**src/rtl/core/bnie_pkg.sv**
```systemverilog
`timescale 1ns / 1ps
// ---------------------------------------------------------------------------
// bnie_pkg
// Shared types, opcodes and register indexes of the batch-norm engine.
// ---------------------------------------------------------------------------
package bnie_pkg;

    localparam int LANES        = 8;
    localparam int DEF_CHANNELS = 32;
    localparam int DEF_MAX_ROWS = 64;
    localparam int DEF_MAX_COLS = 64;
    localparam int QDEPTH       = 4;

    // word opcodes
    localparam logic [1:0] OP_FEAT = 2'd0;
    localparam logic [1:0] OP_MEAN = 2'd1;
    localparam logic [1:0] OP_VAR  = 2'd2;
    localparam logic [1:0] OP_NONE = 2'd3;

    // register indexes
    localparam logic [2:0] REG_EPS  = 3'd0;
    localparam logic [2:0] REG_GAIN = 3'd1;
    localparam logic [2:0] REG_BIAS = 3'd2;
    localparam logic [2:0] REG_ROWS = 3'd3;
    localparam logic [2:0] REG_COLS = 3'd4;

    typedef logic signed [15:0] lane_t;

    typedef struct packed {
        logic [1:0]             op;
        logic [LANES-1:0][15:0] lanes;
    } cmd_t;

endpackage

```
**src/rtl/core/bnie_front.sv**
```systemverilog
`timescale 1ns / 1ps
// ---------------------------------------------------------------------------
// bnie_front
// Accepts input words, drops unknown opcodes and queues the rest for the
// back end.
// ---------------------------------------------------------------------------
module bnie_front (
    input  logic                 clk,
    input  logic                 rst_n,
    input  logic                 push,
    input  bnie_pkg::cmd_t       in_cmd,
    output logic                 full,
    output logic                 cmd_valid,
    output bnie_pkg::cmd_t       cmd,
    input  logic                 cmd_ready
);
    import bnie_pkg::*;

    localparam int PW = $clog2(QDEPTH);
    localparam int CW = $clog2(QDEPTH + 1);

    cmd_t          q_mem [QDEPTH];
    logic [PW-1:0] wr_ptr_reg, wr_ptr_next;
    logic [PW-1:0] rd_ptr_reg, rd_ptr_next;
    logic [CW-1:0] count_reg, count_next;
    logic          enq, deq;

    // classify: only known opcodes enter the queue
    assign full      = (count_reg == CW'(QDEPTH));
    assign enq       = push && !full && (in_cmd.op != OP_NONE);
    assign cmd_valid = (count_reg != '0);
    assign deq       = cmd_valid && cmd_ready;
    assign cmd       = q_mem[rd_ptr_reg];

    // pointer and count update
    always_comb
    begin
        wr_ptr_next = enq ? wr_ptr_reg + 1'b1 : wr_ptr_reg;
        rd_ptr_next = deq ? rd_ptr_reg + 1'b1 : rd_ptr_reg;
        count_next  = count_reg;
        if (enq && !deq)
        begin
            count_next = count_reg + 1'b1;
        end
        else if (deq && !enq)
        begin
            count_next = count_reg - 1'b1;
        end
    end

    always_ff @(posedge clk or negedge rst_n)
    begin
        if (!rst_n)
        begin
            wr_ptr_reg <= '0;
            rd_ptr_reg <= '0;
            count_reg  <= '0;
        end
        else
        begin
            wr_ptr_reg <= wr_ptr_next;
            rd_ptr_reg <= rd_ptr_next;
            count_reg  <= count_next;
        end
    end

    // queue storage
    always_ff @(posedge clk)
    begin
        if (enq)
        begin
            q_mem[wr_ptr_reg] <= in_cmd;
        end
    end

endmodule

```
**config.mk**
```make
export PLATFORM = sky130hd
export DESIGN_NAME = bnie_front
export DESIGN_NICKNAME = d
export VERILOG_FILES = /design/src/rtl/core/bnie_pkg.sv /design/src/rtl/core/bnie_front.sv
export SDC_FILE = /design/constraint.sdc
export NUM_CORES = 1
export LEC_CHECK = 0
export BUFFER_PORTS_ARGS = -buffer_cell sky130_fd_sc_hd__buf_4
export CAP_MARGIN = 20
export CORE_MARGIN = 2
export CORE_UTILIZATION = 60
export CTS_BUF_LIST = sky130_fd_sc_hd__clkbuf_16
export CTS_CLUSTER_DIAMETER = 30
export CTS_CLUSTER_SIZE = 20
export DETAILED_ROUTE_END_ITERATION = 16
export PLACE_DENSITY = 0.83
export SYNTH_ARGS = -nofsm -noshare
export SYNTH_HDL_FRONTEND = slang
export SYNTH_SLANG_ARGS = --single-unit
```
**constraint.sdc**
```tcl
create_clock -name clk -period 7.8 [get_ports clk]
set_input_delay 0.78 -clock clk [delete_from_list [all_inputs] [get_ports clk]]
set_output_delay 0.78 -clock clk [all_outputs]
set_load 0.01 [all_outputs]
```
==> results by group, run 1 <==
Run status
  • Status: finished clean

Logic synthesis
  • Synth cell types: 22
  • EDFF count, synth: 520
  • Largest family of logic cells by synthesized area: multiplexers
  • Synth Area in Compound Gates: 0.06526%
  • Ys flop type: edfxtp_1
  • Synthesized area: 19170 sq um
  • Register area share after synthesis: 82.35%
  • Async S/R FF share, synth: 1.328%
  • Syn avg cell area: 26.82 sq um
  • Mapped Cells: 715
  • Syn Nets: 855
  • Flops & latches, synth: 527
  • Adder-cell share of the synthesized area: 0.4307%
  • XOR/XNOR Fraction of Synth Area: 0.2741%
  • Yosys warnings: 0
  • Post-synthesis simple-gate area fraction: 0.2937%
  • Post-synthesis mux area share: 15.41%

Timing
  • RSZ-0062 raised after global routing: no
  • Slew HR: 30.11%
  • Fmax: 244.5 MHz
  • Worst-Margin Slew: 1.048 ns
  • Final Critical Period: 4.090 ns
  • Fin. Hold Viols: 0
  • Tcrit/Tclk final: 52.44%
  • Final WS setup: 3.710 ns
  • Count of final setup violators: 0
  • Setup TNS: 0 ns
  • Slew Limit Fails: 0
  • Clk_skew: 0.01561 ns

GRT
  • Met3 usage: 8.717%
  • Met2 Track Usage GR: 42.37%
  • Global route hottest layer: met2
  • Gr ovfl total: 0
  • First-pass GRT wire length: 62810 um
  • GRT Util Overall: 26.14%
  • Grt met1 use: 34.11%
  • Largest net degree at the start of global routing: 73
  • Vias in the first global route: 9914
  • Initial antenna violation count: 3

Final layout
  • Fillers: 1500
  • Commonest non-fill, non-tap cell in the layout: edfxtp_1
  • Register area: 15800 sq um
  • Commonest non-fill, non-tap cells in the layout: edfxtp_1 (520), buf_4 (272), mux4_2 (130)
  • Multi-input gate area: 3168 sq um
  • Max reg flops: 520
  • Share of cells above drive strength 1: 50.27%
  • Fin nets: 1192
  • Area delta synth->final: 28.62%

Routing
  • Post-route DRC violation count: 0
  • Wirelength per Cell: 27.72 um
  • Post-Route WL: 42390 um
  • Antenna-violating nets left: 0
  • DR vias: 9191
  • TritonRoute pass-1 iters: 5
  • DR iter-0 viols: 816
  • Routed vias/inst: 6.011

Power
  • Design Power: 0.01032 W
  • Static leakage: 8.602 nW
  • PwrDens: 418.3 nW/um^2
  • Worst vdd ir: 0.4602 mV

Setup path
  • Largest stage delay, worst path: 0.78 ns
  • Worst EP arrival: 3.31 ns
  • CP Buf/Inv Count: 3
  • CP endpoint kind: output pin
  • Crit Path Max Fanout: 46
  • CP required: 7.02 ns
  • Delay-heaviest family, CP: buffers and inverters
  • Critical path's slowest cell: buf_4
  • CP Class: flip-flop to output pin
  • CP Launch Type: flip-flop
  • Critical path, cell by cell: buf_16, buf_4, mux4_2, buf_4
  • Most used cell, CP: buf_4

Floorplanning
  • Die area: 33400 sq um
  • Die width: 182.8 um
  • Std-Cell Rows: 65
  • Core Region: 31470 sq um
  • # IOs: 266
  • Height of the die: 182.8 um
  • Starting Density: 60.92%

Placed design
  • HPWL after DPL: 21820 um
  • I/O Buffers: 265
  • Setup WS pre-CTS: 3.994 ns
  • RePlAce Congestion: 0.7558

Clock tree
  • Root buffer cell: clkbuf_16
  • Post-CTS setup buffer count: 0
  • CTS resizes: 0
  • CTS tree: yes
  • Total CTS buffers: 90
  • Clk pin slew, worst setup/hold paths: 0.06 ns
  • CTS max path bufs: 3
  • CTS Sinks: 527
  • CTS H-tree depth: 3
  • Clock latency on the worst-skew pair: 0.58 ns

Hold path
  • Hold Path Class: input pin to flip-flop

Job
  • Max_cap viols: 0
## routing by layer
metal	routed length, um	vias up
li1	-	3811
met3	4013	70
met5	25	-
met1	15940	4797
met2	21330	509
met4	1078	4
## area by class of cell
type                    count  area share [%]
flip-flops and latches    527           64.06
multi-input cells         154           12.85
clock buffers              91           9.234
repair buffers            275           8.544
clock inverters            75           3.202
well taps                 402           2.040
inverters                   4         0.06089
diodes                      1         0.01015
## worst paths after layout
kind                                from  cells after the start  slack (ns)       endpoint
hold / removal                in_cmd[23]                      1        0.40   q_mem[2][23]
setup / recovery           rd_ptr_reg[0]                      4        3.71        cmd[10]
max in group asynchronous          rst_n                      2        7.11  rd_ptr_reg[0]
min in group asynchronous          rst_n                      2        0.55   count_reg[2]
setup reg to reg            count_reg[2]                      4        4.23   q_mem[1][73]
hold reg to reg             count_reg[2]                      1        0.51   count_reg[2]
## where the power goes
| group | internal, W | switching, W | total (W) |
|---|---|---|---|
| clock network | 0.00247 | 0.00142 | 0.00388 |
| logic | 0.00131 | 0.00129 | 0.00259 |
| registers | 0.00362 | 0.000224 | 0.00384 |
| total | 0.00739 | 0.00292 | 0.0103 |
## cells by family (layout without fill, tap and decap cells)
family                   Yosys count  after routing
flip-flops                       527            527
AO/OA/AOI/OAI                      1              1
multiplexers                     132            132
XOR/XNOR                           6              6
other                              0              1
adder cells (fa/ha/maj)            6              6
AND/OR/NAND/NOR                    9              9
buffers and inverters             34            445
## synth_stat cells (2+ instances only)
master,count,share of area [%]
xnor2_1,4,0.18
and2_1,4,0.13
dfrtp_1,7,0.91
buf_2,15,0.39
mux4_2,130,15
ha_1,5,0.33
edfxtp_1,520,81
xor2_1,2,0.091
clkbuf_1,3,0.059
inv_1,4,0.078
buf_6,10,0.59
## what timing repair did
item / in CTS / in global routing
hold endpoints to repair: 7 / 0
hold buffers: 1 / 0
endpoints found under the setup margin: 0 / 0
## through the flow
stage	utilization [%]	area, sq um	cells	hold slack, ns
floorplan	-	19170	715	0.4453
global placement	68.39	21530	1359	0.4808
detailed placement	68.48	21550	1360	0.4899
CTS	78.25	24630	1527	0.3736
global route	78.34	24660	1528	0.3713
finish	78.35	24660	1529	0.3981
No activity file was read; power rests on OpenSTA's default activity.
==> run 2: changes to the inputs <==
CORE_UTILIZATION = 57   (was 60)
PLACE_DENSITY = 0.79   (was 0.83)
clock period = 4 ns   (was 7.8 ns; I/O delays follow)
==> results by group, run 2 (synthesized netlist as in run 1, its figures left out) <==
Power
  • PwrDens: 800.8 nW/um^2
  • Flop pwr share: 35.9%
  • Static leakage: 9.152 nW
  • Worst vdd ir: 0.4937 mV
  • Clock power share: 39.5%
  • P_sw: 0.005688 W
  • Internal power: 0.01511 W
  • Logic pwr share: 24.6%
  • Switching share of power: 27.35%

Setup path
  • CP Launch Type: flip-flop
  • Largest stage delay, worst path: 0.91 ns
  • CP Class: flip-flop to output pin
  • Crit Path Max Fanout: 35
  • Critical path, cell by cell: buf_4, mux4_2, buf_4
  • Most used cell, CP: buf_4
  • Critical path's slowest cell: dfrtp_4
  • Worst EP arrival: 2.68 ns
  • CP endpoint kind: output pin
  • CP Buf/Inv Count: 2
  • Critical path launch point: rd_ptr_reg[0]
  • RR Startpoint: count_reg[2]
  • CP required: 3.60 ns
  • Delay-heaviest family, CP: flip-flops

Final layout
  • Share of cells above drive strength 1: 46.84%
  • Max reg flops: 520
  • Register area: 15800 sq um
  • Fin nets: 1295
  • Design area: 25970 sq um
  • Fin cells: 1685
  • Commonest non-fill, non-tap cells in the layout: edfxtp_1 (520), buf_4 (274), mux4_2 (130)
  • Commonest non-fill, non-tap cell in the layout: edfxtp_1
  • Fillers: 1617
  • Area delta synth->final: 35.46%
  • Multi-input gate area: 3168 sq um

Routing
  • DR iter-0 viols: 877
  • Antenna-violating nets left: 0
  • DR vias: 9448
  • Post-Route WL: 42180 um
  • Wirelength per Cell: 25.03 um
  • Met3 routed WL: 3129 um
  • Met1 Wirelength: 16040 um
  • TritonRoute pass-1 iters: 5
  • Routed vias/inst: 5.607
  • Post-route DRC violation count: 0
  • Top layer in use: met4
  • WL met2: 21970 um

GRT
  • Largest net degree at the start of global routing: 75
  • First-pass GRT wire length: 63360 um
  • Gr ovfl total: 0
  • GRT Util Overall: 24.61%
  • Vias in the first global route: 10290
  • Initial antenna violation count: 1

Timing
  • Fin. Hold Viols: 0
  • Fmax: 324.3 MHz
  • Slew HR: 39.53%
  • Tcrit/Tclk final: 77.08%
  • Clk_skew: 0.02246 ns
  • RSZ-0062 raised after global routing: no
  • Slew Limit Fails: 0
  • Worst-Margin Slew: 0.9071 ns
  • Count of final setup violators: 0
  • Final Critical Period: 3.083 ns
  • Setup TNS: 0 ns

Clock tree
  • CTS H-tree depth: 3
  • Clk pin slew, worst setup/hold paths: 0.05 ns
  • CTS max path bufs: 3
  • CTS tree: yes
  • CTS Sinks: 527
  • Clock latency on the worst-skew pair: 0.59 ns
  • Total CTS buffers: 95
  • Root buffer cell: clkbuf_16

Hold path
  • Hold_sp: in_cmd[14]
  • Hold Path Class: input pin to flip-flop

Placed design
  • Placed instance area: 21740 sq um
  • HPWL after DPL: 20630 um
  • Placed cells: 1414
  • RePlAce Congestion: 0.7422
  • I/O Buffers: 265

Run status
  • Status: finished clean

Job
  • Max_cap viols: 0

Floorplanning
  • Starting Density: 57.47%
  • Die area: 35120 sq um
  • Core Region: 33360 sq um
  • # IOs: 266
  • Height of the die: 187.4 um
  • Die width: 187.4 um
  • Std-Cell Rows: 67
-- run 2: changes by cell type in the layout (fill, tap and decap cells not counted), sizes merged, moves of 2 or more --
cell,change
buf,+7
dlygate4sd3,+91
bufinv,+6
clkinvlp,-2
clkbuf,+6
-- run 2: final timing paths --
| path | depth (start not counted) | slack, ns | endpoint |
|---|---|---|---|
| worst min register to register | 1 | 0.53 | count_reg[2] |
| max in group asynchronous | 2 | 3.70 | rd_ptr_reg[1] |
| worst max register to register | 4 | 1.39 | q_mem[3][85] |
| worst min-delay path | 1 | 0.02 | q_mem[0][14] |
| worst max-delay path | 3 | 0.92 | cmd[10] |
| min in group asynchronous | 2 | 0.16 | count_reg[0] |
-- run 2: final cells by class --
cell class              instances  share of cell area [%]
diodes                          1                0.009635
clock buffers                  97                   9.346
clock inverters                81                   3.401
inverters                       4                 0.05781
multi-input cells             154                   12.20
flip-flops and latches        527                   60.82
well taps                     448                   2.158
repair buffers                373                   12.01
-- run 2: repair_timing --
action / CTS / global route
endpoints found under the hold margin: 314 / 1
setup buffers: 0 / 0
hold buffers: 91 / 1
resized for setup: 0 / 0
-- run 2: metal layers --
metal	vias to the layer above	track usage [%]
met1	4912	31.60
li1	4022	-
met5	-	0
met4	0	8.722
met2	447	41.55
met3	67	6.173
-- run 2: power by group through the flow --
stage	sequential, W	combinational [W]	clock, W
floorplan	0.00730	0.00307	0
global placement	0.00747	0.00500	0
detailed placement	0.00752	0.00501	0
CTS	0.00746	0.00518	0.00824
global route	0.00753	0.00542	0.00857
finish	0.00747	0.00513	0.00821
-- run 2: per-stage QoR --
step	setup WS [ns]	hold WS (ns)	utilization, %	total power [W]
after floorplan	0.9176	0.1044	-	0.01037
after global placement	1.412	0.2153	65.15	0.01248
after detailed placement	1.408	0.2166	65.15	0.01253
after CTS	0.8153	0.00003170	77.81	0.02088
after global routing	0.7500	0.003199	77.84	0.02153
final	0.9166	0.02078	77.84	0.02080
